==> config.mk <==
export PLATFORM = sky130hd
export DESIGN_NAME = orbit_camera_position
export DESIGN_NICKNAME = d
export VERILOG_FILES = /design/src/rtl/orbcam_pkg.sv /design/src/rtl/orbit_camera_position.sv
export VERILOG_INCLUDE_DIRS = /design/src /design/src/rtl
export SDC_FILE = /design/constraint.sdc
export NUM_CORES = 2
export LEC_CHECK = 0
export BUFFER_PORTS_ARGS = -buffer_cell sky130_fd_sc_hd__buf_2
export CORE_MARGIN = 5
export CORE_UTILIZATION = 35
export CTS_CLUSTER_DIAMETER = 60
export DETAILED_ROUTE_END_ITERATION = 10
export GPL_ROUTABILITY_DRIVEN = 0
export GPL_TIMING_DRIVEN = 0
export PLACE_DENSITY = 0.48
export SETUP_SLACK_MARGIN = 0.4
export SLEW_MARGIN = 10
export SYNTH_ARGS = -nofsm -noshare
export SYNTH_HDL_FRONTEND = slang
export SYNTH_SLANG_ARGS = --single-unit
==> constraint.sdc <==
create_clock -name clk_i -period 11.55 [get_ports clk_i]
set_input_delay 2.31 -clock clk_i [delete_from_list [all_inputs] [get_ports clk_i]]
set_output_delay 2.31 -clock clk_i [all_outputs]
set_load 0.005 [all_outputs]
==> src/rtl/orbit_camera_position_assert.svh <==
// assertion helpers for the orbit camera block
`ifndef ORBIT_CAMERA_POSITION_ASSERT_SVH
`define ORBIT_CAMERA_POSITION_ASSERT_SVH

// same-cycle implication, checked out of reset
`define OCP_ASSERT_IMP(name, ante, cons) \
  name: assert property (@(posedge clk_i) disable iff (!rst_ni) (ante) |-> (cons)) \
    else $error("orbit camera check failed");

// next-cycle implication, checked out of reset
`define OCP_ASSERT_NXT(name, ante, cons) \
  name: assert property (@(posedge clk_i) disable iff (!rst_ni) (ante) |=> (cons)) \
    else $error("orbit camera check failed");

`endif

==> src/rtl/orbcam_pkg.sv <==
`timescale 1ns / 1ps
package orbcam_pkg;

  // cordic datapath width, multiplier operand widths
  localparam int CW    = 33;
  localparam int MA_W  = 26;
  localparam int PW    = MA_W + CW;
  localparam int MAX_CORDIC_STEPS = 24;

  // 0.607253 in Q30, start vector of the rotation
  localparam logic signed [CW-1:0] CORDIC_K = 33'sd652032874;

  // configuration register indexes
  localparam logic [7:0] REG_RADIUS    = 8'd0;
  localparam logic [7:0] REG_ELEVATION = 8'd1;
  localparam logic [7:0] REG_GAIN      = 8'd2;
  localparam logic [7:0] REG_MAX_STEP  = 8'd3;

  // atan(2^-i) on a 32 bit full turn
  function automatic logic [31:0] atan_lut(input logic [4:0] idx);
    logic [31:0] v;
    case (idx)
      5'd0:  v = 32'd536870912;
      5'd1:  v = 32'd316933406;
      5'd2:  v = 32'd167458907;
      5'd3:  v = 32'd85004756;
      5'd4:  v = 32'd42667331;
      5'd5:  v = 32'd21354465;
      5'd6:  v = 32'd10679838;
      5'd7:  v = 32'd5340245;
      5'd8:  v = 32'd2670163;
      5'd9:  v = 32'd1335087;
      5'd10: v = 32'd667544;
      5'd11: v = 32'd333772;
      5'd12: v = 32'd166886;
      5'd13: v = 32'd83443;
      5'd14: v = 32'd41722;
      5'd15: v = 32'd20861;
      5'd16: v = 32'd10430;
      5'd17: v = 32'd5215;
      5'd18: v = 32'd2608;
      5'd19: v = 32'd1304;
      5'd20: v = 32'd652;
      5'd21: v = 32'd326;
      5'd22: v = 32'd163;
      5'd23: v = 32'd81;
      default: v = 32'd0;
    endcase
    return v;
  endfunction

endpackage

==> src/rtl/orbit_camera_position.sv <==
`timescale 1ns / 1ps
// Orbit camera: one input transfer per frame carries a horizontal mouse
// delta and an optional look target. The block turns its stored azimuth by
// the scaled and clamped delta, then returns the eye position
// target + radius * (sin(el)cos(az), cos(el), sin(el)sin(az)) and the new
// azimuth as one output transfer. Both channels use valid/ready; the
// configuration channel writes radius, elevation, gain and max step by
// index and is always ready (write it only while the block is idle).
// One shared CORDIC stage runs sine/cosine for elevation then azimuth, one
// step per cycle, and one shared multiplier does the turn product and the
// four radius products. in_ready_o is high only in the idle state, so the
// block takes no new item before the last one leaves its last step. The
// result sits in an output register: the next item is taken while it
// waits, and a finished item holds in its last step until the output
// register frees. Reset sets azimuth to a quarter turn, clears the stored
// target and loads the default register values.
module orbit_camera_position
  import orbcam_pkg::*;
#(
  parameter int PHASE_BITS      = 16,
  parameter int COORD_FRAC_BITS = 8,
  parameter int CORDIC_STEPS    = 16
) (
  input  logic               clk_i,
  input  logic               rst_ni,
  input  logic               in_valid_i,
  output logic               in_ready_o,
  input  logic signed [11:0] mouse_dx_i,
  input  logic               target_valid_i,
  input  logic signed [31:0] target_x_i,
  input  logic signed [31:0] target_y_i,
  input  logic signed [31:0] target_z_i,
  output logic               out_valid_o,
  input  logic               out_ready_i,
  output logic signed [31:0] eye_x_o,
  output logic signed [31:0] eye_y_o,
  output logic signed [31:0] eye_z_o,
  output logic [15:0]        azimuth_o,
  input  logic               cfg_valid_i,
  output logic               cfg_ready_o,
  input  logic [7:0]         cfg_index_i,
  input  logic [23:0]        cfg_data_i
);

  localparam int ITER_W = $clog2(CORDIC_STEPS);
  localparam longint unsigned FULL = 64'd1 << PHASE_BITS;
  localparam logic [23:0] RST_RADIUS = 24'(64'd850 << COORD_FRAC_BITS);
  localparam logic [15:0] RST_ELEV   = 16'(((7 * FULL + 18) / 36) & (FULL - 1));
  localparam logic [11:0] RST_GAIN   = 12'((FULL * 1000 + 314159) / 628319);
  localparam logic [14:0] RST_STEP   = 15'((FULL * 40000 + 3141592) / 6283185);
  localparam logic [PHASE_BITS-1:0] RST_AZ = PHASE_BITS'(FULL >> 2);

  typedef enum logic [3:0] {
    S_IDLE, S_TURN, S_AZ, S_COR_EL, S_COR_AZ,
    S_MUL_RS, S_MUL_RC, S_MUL_CA, S_MUL_SA, S_EYE_Z, S_FINISH
  } state_e;

  state_e state_q, state_d;

  // configuration
  logic [23:0] radius_q;
  logic [15:0] elev_q;
  logic [11:0] gain_q;
  logic [14:0] step_q;

  // persistent state
  logic [PHASE_BITS-1:0] az_q;
  logic signed [31:0]    tgt_x_q, tgt_y_q, tgt_z_q;

  // work registers
  logic signed [11:0]   dx_q;
  logic signed [PW-1:0] prod_q;
  logic signed [CW-1:0] x_q, y_q, z_q;
  logic                 flip_q;
  logic [ITER_W-1:0]    iter_q;
  logic signed [CW-1:0] se_q, ce_q, sa_q, ca_q;
  logic signed [MA_W-1:0] rs_q;
  logic signed [31:0]   ex_q, ey_q, ez_q;

  // output register
  logic               out_valid_q;
  logic signed [31:0] eye_x_q, eye_y_q, eye_z_q;
  logic [15:0]        azimuth_q;

  logic in_xfer, out_xfer, cfg_xfer, cor_last, out_free;

  assign in_ready_o  = (state_q == S_IDLE);
  assign cfg_ready_o = 1'b1;
  assign in_xfer     = in_valid_i && in_ready_o;
  assign out_xfer    = out_valid_q && out_ready_i;
  assign cfg_xfer    = cfg_valid_i && cfg_ready_o;
  assign out_free    = !out_valid_q || out_ready_i;
  assign cor_last    = (iter_q == ITER_W'(CORDIC_STEPS - 1));

  // shared multiplier
  logic signed [MA_W-1:0] mul_a;
  logic signed [CW-1:0]   mul_b;
  logic signed [PW-1:0]   mul_p;

  always_comb begin
    mul_a = '0;
    mul_b = '0;
    case (state_q)
      S_TURN: begin
        mul_a = MA_W'(dx_q);
        mul_b = $signed({21'd0, gain_q});
      end
      S_MUL_RS: begin
        mul_a = $signed({2'b00, radius_q});
        mul_b = se_q;
      end
      S_MUL_RC: begin
        mul_a = $signed({2'b00, radius_q});
        mul_b = ce_q;
      end
      S_MUL_CA: begin
        mul_a = rs_q;
        mul_b = ca_q;
      end
      S_MUL_SA: begin
        mul_a = rs_q;
        mul_b = sa_q;
      end
      default: begin
        mul_a = '0;
        mul_b = '0;
      end
    endcase
  end

  assign mul_p = PW'(mul_a) * PW'(mul_b);

  // round to nearest on dropping 30 fraction bits
  logic signed [PW-1:0] rnd_w;
  logic signed [32:0]   rnd33;
  assign rnd_w = (prod_q + PW'(64'sd536870912)) >>> 30;
  assign rnd33 = rnd_w[32:0];

  function automatic logic signed [31:0] sat_add(input logic signed [31:0] t,
                                                 input logic signed [32:0] r);
    logic signed [33:0] s;
    s = 34'(t) + 34'(r);
    if (s > 34'sd2147483647) begin
      return 32'sh7fffffff;
    end else if (s < -34'sd2147483648) begin
      return 32'sh80000000;
    end
    return s[31:0];
  endfunction

  // turn clamp and azimuth update
  logic signed [PW-1:0] step_w;
  logic signed [16:0]   turn_d;
  logic signed [31:0]   turn_ext;
  logic [PHASE_BITS-1:0] az_d;

  assign step_w = $signed({{(PW - 15){1'b0}}, step_q});

  always_comb begin
    if (prod_q > step_w) begin
      turn_d = $signed({2'b00, step_q});
    end else if (prod_q < -step_w) begin
      turn_d = -$signed({2'b00, step_q});
    end else begin
      turn_d = prod_q[16:0];
    end
  end

  assign turn_ext = 32'(turn_d);
  assign az_d     = az_q - turn_ext[PHASE_BITS-1:0];

  // cordic start from a phase: fold the half turns beyond a quarter turn
  logic [PHASE_BITS+15:0] el_wide;
  logic [PHASE_BITS-1:0]  init_phase;
  logic [31:0]            ang, ang_f;
  logic                   init_flip;

  assign el_wide    = {{PHASE_BITS{1'b0}}, elev_q};
  assign init_phase = (state_q == S_AZ) ? el_wide[PHASE_BITS-1:0] : az_q;
  assign ang        = {init_phase, {(32 - PHASE_BITS){1'b0}}};
  assign init_flip  = ang[31] ^ ang[30];
  assign ang_f      = {ang[31] ^ init_flip, ang[30:0]};

  // one cordic rotation step
  logic signed [CW-1:0] x_sh, y_sh, x_nx, y_nx, z_nx, atan_v, s_fin, c_fin;
  logic                 dir_pos;

  assign x_sh    = x_q >>> iter_q;
  assign y_sh    = y_q >>> iter_q;
  assign atan_v  = $signed({1'b0, atan_lut(5'(iter_q))});
  assign dir_pos = !z_q[CW-1];
  assign x_nx    = dir_pos ? x_q - y_sh : x_q + y_sh;
  assign y_nx    = dir_pos ? y_q + x_sh : y_q - x_sh;
  assign z_nx    = dir_pos ? z_q - atan_v : z_q + atan_v;
  assign s_fin   = flip_q ? -y_nx : y_nx;
  assign c_fin   = flip_q ? -x_nx : x_nx;

  logic [PHASE_BITS+15:0] az_wide;
  assign az_wide = {16'd0, az_q};

  always_comb begin
    state_d = state_q;
    case (state_q)
      S_IDLE:   if (in_xfer) state_d = S_TURN;
      S_TURN:   state_d = S_AZ;
      S_AZ:     state_d = S_COR_EL;
      S_COR_EL: if (cor_last) state_d = S_COR_AZ;
      S_COR_AZ: if (cor_last) state_d = S_MUL_RS;
      S_MUL_RS: state_d = S_MUL_RC;
      S_MUL_RC: state_d = S_MUL_CA;
      S_MUL_CA: state_d = S_MUL_SA;
      S_MUL_SA: state_d = S_EYE_Z;
      S_EYE_Z:  state_d = S_FINISH;
      S_FINISH: if (out_free) state_d = S_IDLE;
      default:  state_d = S_IDLE;
    endcase
  end

  always_ff @(posedge clk_i or negedge rst_ni) begin
    if (!rst_ni) begin
      state_q     <= S_IDLE;
      radius_q    <= RST_RADIUS;
      elev_q      <= RST_ELEV;
      gain_q      <= RST_GAIN;
      step_q      <= RST_STEP;
      az_q        <= RST_AZ;
      tgt_x_q     <= '0;
      tgt_y_q     <= '0;
      tgt_z_q     <= '0;
      dx_q        <= '0;
      prod_q      <= '0;
      x_q         <= '0;
      y_q         <= '0;
      z_q         <= '0;
      flip_q      <= 1'b0;
      iter_q      <= '0;
      se_q        <= '0;
      ce_q        <= '0;
      sa_q        <= '0;
      ca_q        <= '0;
      rs_q        <= '0;
      ex_q        <= '0;
      ey_q        <= '0;
      ez_q        <= '0;
      out_valid_q <= 1'b0;
      eye_x_q     <= '0;
      eye_y_q     <= '0;
      eye_z_q     <= '0;
      azimuth_q   <= '0;
    end else begin
      state_q <= state_d;
      prod_q  <= mul_p;

      if (cfg_xfer) begin
        case (cfg_index_i)
          REG_RADIUS:    radius_q <= cfg_data_i;
          REG_ELEVATION: elev_q   <= cfg_data_i[15:0];
          REG_GAIN:      gain_q   <= cfg_data_i[11:0];
          REG_MAX_STEP:  step_q   <= cfg_data_i[14:0];
          default: ;
        endcase
      end

      if (in_xfer) begin
        dx_q <= mouse_dx_i;
        if (target_valid_i) begin
          tgt_x_q <= target_x_i;
          tgt_y_q <= target_y_i;
          tgt_z_q <= target_z_i;
        end
      end

      // a new result may load in the same cycle the old one transfers
      if (state_q == S_FINISH && out_free) begin
        out_valid_q <= 1'b1;
      end else if (out_xfer) begin
        out_valid_q <= 1'b0;
      end

      case (state_q)
        S_AZ: begin
          az_q   <= az_d;
          x_q    <= CORDIC_K;
          y_q    <= '0;
          z_q    <= CW'($signed(ang_f));
          flip_q <= init_flip;
          iter_q <= '0;
        end
        S_COR_EL, S_COR_AZ: begin
          if (cor_last) begin
            if (state_q == S_COR_EL) begin
              se_q <= s_fin;
              ce_q <= c_fin;
            end else begin
              sa_q <= s_fin;
              ca_q <= c_fin;
            end
            // azimuth rotation starts right after elevation
            x_q    <= CORDIC_K;
            y_q    <= '0;
            z_q    <= CW'($signed(ang_f));
            flip_q <= init_flip;
            iter_q <= '0;
          end else begin
            x_q    <= x_nx;
            y_q    <= y_nx;
            z_q    <= z_nx;
            iter_q <= iter_q + 1'b1;
          end
        end
        S_MUL_RC: rs_q <= rnd_w[MA_W-1:0];
        S_MUL_CA: ey_q <= sat_add(tgt_y_q, rnd33);
        S_MUL_SA: ex_q <= sat_add(tgt_x_q, rnd33);
        S_EYE_Z:  ez_q <= sat_add(tgt_z_q, rnd33);
        S_FINISH: begin
          if (out_free) begin
            eye_x_q     <= ex_q;
            eye_y_q     <= ey_q;
            eye_z_q     <= ez_q;
            azimuth_q   <= az_wide[15:0];
          end
        end
        default: ;
      endcase
    end
  end

  assign out_valid_o = out_valid_q;
  assign eye_x_o     = eye_x_q;
  assign eye_y_o     = eye_y_q;
  assign eye_z_o     = eye_z_q;
  assign azimuth_o   = azimuth_q;

  `include "orbit_camera_position_assert.svh"

  `OCP_ASSERT_NXT(a_busy_after_accept, in_valid_i && in_ready_o, !in_ready_o)
  `OCP_ASSERT_IMP(a_iter_range, state_q == S_COR_EL || state_q == S_COR_AZ, iter_q <= ITER_W'(CORDIC_STEPS - 1))
  `OCP_ASSERT_NXT(a_az_hold_idle, state_q == S_IDLE, $stable(az_q))
  `OCP_ASSERT_NXT(a_finish_waits, state_q == S_FINISH && out_valid_q && !out_ready_i, state_q == S_FINISH && out_valid_q)

endmodule

# --- Word level (Yosys, flattened, before mapping) ---
# Memories as Yosys holds them, arrays and structs flattened.
# Cells that the tools add are included.
totals:
  out_inout_bits: 115
  mem_count: 1
  regBits: 725
  mem_bits_ro: 480
  elab_cells: 146
  inputBits: 146
classes:
  shifts: 2
  n_lt_le_gt_ge: 8
  bitwise_logic: 3
  n_addsub: 16
  muxes: 45
  multipliers: 1
  n_reduce_logical: 22
  n_eq_ne: 19
mem_list:
  columns: ["name", "words", "width", "read_ports", "rd_ports_with_merged_regs", "wr", "line_no", "text"]
  rows:
  - ["(name not given)", 16, 30, 1, 0, 0, "orbcam_pkg.sv:22", "case (idx)"]
op_table:
  columns: ["operator", "count"]
  rows:
  - ["32-bit 2-to-1 mux", 9]
  - ["33-bit 2-to-1 mux", 8]
  - ["33-bit one-hot mux with 2 select lines", 3]
  - ["33-bit one-hot mux with 5 select lines", 1]
  - ["32-bit by 29-bit adder with 33-bit output", 3]
  - ["33-bit adder", 3]
  - ["33-bit by 32-bit greater-than comparator with 1-bit output (second input constant)", 3]
  - ["33-bit by 32-bit less-than comparator with 1-bit output (second input constant)", 3]
  - ["33-bit subtractor", 3]
  - ["26-bit one-hot mux with 3 select lines", 1]
  - ["33-bit negation", 2]
  - ["33-bit by 4-bit >>> shifter with 33-bit output", 2]
  - ["59-bit by 31-bit adder with 59-bit output (second input constant)", 1]
  - ["59-bit by 16-bit greater-than comparator with 1-bit output", 1]
  - ["59-bit less-than comparator", 1]
  - ["26-bit by 33-bit multiplier with 59-bit output", 1]
  - ["15-bit negation with 59-bit output", 1]
  - ["16-bit 2-to-1 mux", 3]
  - ["4-bit one-hot mux with 11 select lines", 1]
  - ["4-bit 2-to-1 mux", 5]
  - ["4-bit by 3-bit equality test with 1-bit output (second input constant)", 4]
  - ["4-bit equality test (second input constant)", 4]
  - ["8-bit by 2-bit equality test with 1-bit output (second input constant)", 2]
  - ["15-bit negation with 16-bit output", 1]
  - ["other kinds (22)", 50]

# --- Depth between registers and ports, before layout ---
depth:
  ltp_word: 7
  mapped_depth: 37
  mapped_depth_nobuf: 34

# --- Worst setup path before layout ---
# No wires, ideal clock.
synth_timing:
  path_type: "register to register"
  startpoint: "reg state_q[2]"
  endpoint: "reg prod_q[55]"
  n_path_buf: 4
  t_required_ps: 11470
  setup_time_ps: 80
  stages_incl_launch_ff: 35
  arrival_time_ps: 8532
  period_less_slack_ps: 8612
  setup_slack_ps: 2938
  path_cell_list: "dfrtp_1 > clkbuf_1 > nor2b_1 > nand3_1 > nand2_1 > clkbuf_1 > clkbuf_1 > nand2_1 > nand3_1 > clkbuf_1 > nand2_1 > fa_1 > inv_1 > fa_1 > inv_1 > fa_1 > fa_1 > inv_1 > fa_1 > fa_1 > inv_1 > fa_1 > inv_1 > ha_1 > a21o_1 > a31o_2 > a221oi_1 > nor4b_1 > o21a_1 > o21ai_0 > a21oi_1 > o21ai_0 > a41oi_1 > nor2b_1 > xnor2_1"
synth_between:
  elab_chain_cells: 4
  word_cells_on_any_way: 10
  classes_between: "1 x mul; 5 x eq/ne; 2 x mux; 2 x reduce/logical"
synth_lines:
  columns: ["item", "line_no", "text"]
  rows:
  - ["from (decl)", "orbit_camera_position.sv:58", "state_e state_q, state_d;"]
  - ["from (signal assigned)", "orbit_camera_position.sv:251", "state_q <= state_d;"]
  - ["4-bit equality test or 4-bit by 3-bit equality test with 1-bit output (tied branches)", "orbit_camera_position.sv:103", "case (state_q)"]
  - ["2-bit OR reduction (no source line)", null, null]
  - ["26-bit one-hot mux with 3 select lines", "orbit_camera_position.sv:103", null]
  - ["26-bit by 33-bit multiplier with 59-bit output *", "orbit_camera_position.sv:131", "assign mul_p = PW'(mul_a) * PW'(mul_b);"]
  - ["via mul_p[55]", "orbit_camera_position.sv:98", "logic signed [PW-1:0] mul_p;"]
  - ["to (signal assigned)", "orbit_camera_position.sv:252", "prod_q <= mul_p;"]
  - ["to (decl)", "orbit_camera_position.sv:72", "logic signed [PW-1:0] prod_q;"]
# Mark *: on every way through the listed nets, which the timed path passes. The rest lies on a longest branch.
# A chain may end at the register's enable or synchronous reset.

# --- Worst setup path after layout ---
layout_timing:
  startpoint: "reg state_q[3]"
  endpoint: "reg prod_q[56]"
# Same word-level chain as after synthesis.

==> flow_metrics.env <==
export IMPL_skew_ps=88.3
export IMPL_cap_violations=0
export IMPL_synth_seq_cells=725
export IMPL_i_o_pin_count=261
export IMPL_cp_end_kind="flip-flop"
export IMPL_worstReg2RegEnd="prod_q[56]"
export IMPL_grt_pass1_wl_um=465000
export IMPL_full_die_area_sq_um=234000
export IMPL_grt_overflow=0
export IMPL_grt_max_degree=99
export IMPL_async_flop_share_pct=100
export IMPL_cts_buffer_depth=3
export IMPL_arrival_ps=11510
export IMPL_post_cts_setup_buffers=0
export IMPL_initialDrtViolationCount=5789
export IMPL_post_synth_instance_area_sq_um=78600
export IMPL_dpl_instance_area_sq_um=84200
export IMPL_final_hold_viol_count=0
export IMPL_drt_vias_per_instance=5.50
export IMPL_nFillCells=22600
export IMPL_track_usage_pct=26.7
export IMPL_p_leak_nw=42.4
export IMPL_yosysSeqAreaShare_pct=23.1
export IMPL_worst_path_max_fanout=10
export IMPL_numPlacedInstances=11800
export IMPL_holdPathEnd="ey_q[29]"
export IMPL_fin_total_pwr_mw=29.1
export IMPL_rsz0062_at_grt="no"
export IMPL_cts_tree="built"
export IMPL_regToRegSetupSlack_ps=620
export IMPL_post_cts_hold_buffer_count=0
export IMPL_final_cell_mix="1189 x sky130_fd_sc_hd__nand2_1, 1030 x sky130_fd_sc_hd__inv_1, 884 x sky130_fd_sc_hd__fa_1"
export IMPL_die_height_um=484
export IMPL_whs_path_depth=2
export IMPL_floorplan_die_width_um=484
export IMPL_vias=66200
export IMPL_outcome="finished clean"
export IMPL_fin_hold_ws_ps=470
export IMPL_postSynthNetCount=10000
export IMPL_final_max_slew_viol_count=0
export IMPL_remaining_drc_errors=0
export IMPL_setup_viol_count_final=0
export IMPL_clock_sink_count=725
export IMPL_cp_required_ps=12130
export IMPL_timing_final_crit_share_pct=94.6
export IMPL_initial_antenna_violation_count=15
export IMPL_tritoncts_num_buffers=99
export IMPL_ir_drop_mv=0.473
export IMPL_htree_levels=3
export IMPL_first_global_vias=67500
export IMPL_ant_nets=0
export IMPL_hold_path_startpoint="ey_q[29]"
export IMPL_yosys_warnings=0
export IMPL_synth_edf_count=0
export IMPL_design_area_sq_um=88200
export IMPL_placementRows=174
export IMPL_r2r_start="state_q[3]"
export IMPL_drt_wl_total_um=319000
export IMPL_worstSetupStartpointType="flip-flop"
export IMPL_area_growth_synth_to_final_pct=12.3
export IMPL_cts_root_buf="sky130_fd_sc_hd__clkbuf_16"
export IMPL_timing_worst_slew_pin_value_ps=1390
export IMPL_number_of_nets_in_the_finished_design=10400
export IMPL_io_buffer_count=259
export IMPL_postLayoutCoreUtil_pct=39.4
export IMPL_drt_pre_antenna_iters=8
export IMPL_start_util_pct=35.1
export IMPL_timing_final_crit_period_ps=10930
export IMPL_worst_skew_pair_latency_ps=790
export IMPL_core_region_area_sq_um=224000
export IMPL_ys_types=106
export IMPL_r2r_worst_path_cells=31
export IMPL_max_slew_headroom_pct=7.34
export IMPL_mean_syn_cell_area_sq_um=9.18
export IMPL_detailed_place_hpwl_um=262000
export IMPL_critical_path_max_stage_delay_ps=840
export IMPL_layout_cells_most_common="sky130_fd_sc_hd__nand2_1"
export IMPL_cp_slowest_cell="sky130_fd_sc_hd__clkbuf_1"
export IMPL_p_per_area_nw_per_um2=330
export IMPL_ys_dominant_reg_cell="sky130_fd_sc_hd__dfrtp_1"
export IMPL_critical_path_top_cell_by_count="sky130_fd_sc_hd__fa_1"
export IMPL_fmax_mhz=91.5
export IMPL_layout_drive_gt1_share_pct=12.6
export IMPL_cts_reportedPaths_clkPinSlew_ps=60
export IMPL_avgRoutedWirePerCell_um=26.5
export IMPL_hold_path_class="flip-flop to flip-flop"
export IMPL_synth_cells=8560
export IMPL_stdcell_count=12000
export IMPL_path_class="flip-flop to flip-flop"
## layout make-up
class | count | area, sq um | area share, %
antenna | 13 | 32.5 | 0.0369
multi-input combinational | 6379 | 55200 | 62.6
inverter | 1034 | 3880 | 4.40
timing repair buffer | 284 | 1720 | 1.95
clock inverter | 60 | 897 | 1.02
tap | 2992 | 3740 | 4.24
sequential | 725 | 18200 | 20.6
clock buffer | 122 | 2710 | 3.08
buffer | 421 | 1860 | 2.11
## metrics by stage
stage / setup WS (ps) / TNS, ps
3_3_place_gp: -8050 / -5615590
6_report: 619 / 0
2_1_floorplan: 2940 / 0
4_1_cts: 404 / 0
5_1_grt: 354 / 0
3_5_place_dp: -1640 / -13670
## metal layers
metal  up-vias  share of wire, %  global-route usage [%]
li1      29400                 -                       -
met1     33500                42                    34.6
met2      2668                44                    42.0
met3       668               7.3                    5.11
met4        10               6.8                    14.7
met5         -             0.019                       0
## where the power goes
group | total [mW] | switching [mW] | internal [mW] | leakage [nW]
Sequential | 4.49 | 0.997 | 3.49 | 9.33
Combinational | 21.3 | 13.9 | 7.31 | 31.4
Clock | 3.36 | 1.34 | 2.03 | 1.74
## worst max-delay path: cells and delay by family, from the launching register on
kind	cells	cell delay (ps)
adders and majority gates	8	4160
AOI/OAI and AO/OA	9	2050
and+or+nand+nor	5	1800
buffers and inverters	8	1700
DFF	1	560
xor gates and xnor gates	1	400
## synth_stat cells, types with 51 or more instances
library cell | count | share of area, %
sky130_fd_sc_hd__a21o_1 | 134 | 1.3
sky130_fd_sc_hd__a21oi_1 | 390 | 2.5
sky130_fd_sc_hd__a22oi_1 | 67 | 0.64
sky130_fd_sc_hd__a31oi_1 | 61 | 0.49
sky130_fd_sc_hd__and2_1 | 51 | 0.41
sky130_fd_sc_hd__clkbuf_1 | 352 | 1.7
sky130_fd_sc_hd__dfrtp_1 | 704 | 22
sky130_fd_sc_hd__fa_1 | 885 | 23
sky130_fd_sc_hd__ha_1 | 454 | 7.2
sky130_fd_sc_hd__inv_1 | 1030 | 4.9
sky130_fd_sc_hd__mux2_2 | 381 | 5.5
sky130_fd_sc_hd__mux2i_1 | 93 | 1.2
sky130_fd_sc_hd__nand2_1 | 1203 | 5.7
sky130_fd_sc_hd__nand2b_1 | 51 | 0.41
sky130_fd_sc_hd__nand3_1 | 105 | 0.67
sky130_fd_sc_hd__nand4_1 | 66 | 0.53
sky130_fd_sc_hd__nor2_1 | 647 | 3.1
sky130_fd_sc_hd__nor3_1 | 71 | 0.45
sky130_fd_sc_hd__o21a_1 | 57 | 0.54
sky130_fd_sc_hd__o21ai_0 | 487 | 3.1
sky130_fd_sc_hd__xnor2_1 | 234 | 2.6
sky130_fd_sc_hd__xor2_1 | 170 | 1.9
## timing repair
action,4_1_cts,5_1_grt
gates cloned,0,0
resized for setup,95,104
setup endpoints to repair,29,10
## worst max path at each step
stage,slack [ps],cells past startpoint,startpoint,end
4_1_cts,400,29,state_q[0],prod_q[57]
5_1_grt,350,31,state_q[3],prod_q[57]
2_1_floorplan,2940,34,state_q[2],prod_q[55]
3_3_place_gp,-8050,1,rst_ni,ca_q[22]
6_report,620,31,state_q[3],prod_q[56]
3_5_place_dp,-1640,34,state_q[2],prod_q[57]
## kinds of logic (layout without fill, tap and decap cells)
group           count (synthesis)  after routing  synth area share (%)
flops                         725            725                  23.1
simple gates                 2479           2479                  13.9
xor+xnor                      406            406                  4.55
fa+ha+maj                    1350           1350                  29.9
buf+inv                      1456           1921                  7.14
other cells                     1             14               0.00477
compound gates               1606           1606                  12.9
mux                           537            537                  8.46
## flip-flops by register name, summed over array words and instances (netlist names), 33 cells and up
| register | cells |
|---|---|
| prod_q | 59 |
| ca_q | 33 |
| ce_q | 33 |
| sa_q | 33 |
| se_q | 33 |
| x_q | 33 |
| y_q | 33 |
| z_q | 33 |
No activity file was read; power rests on OpenSTA's default activity.
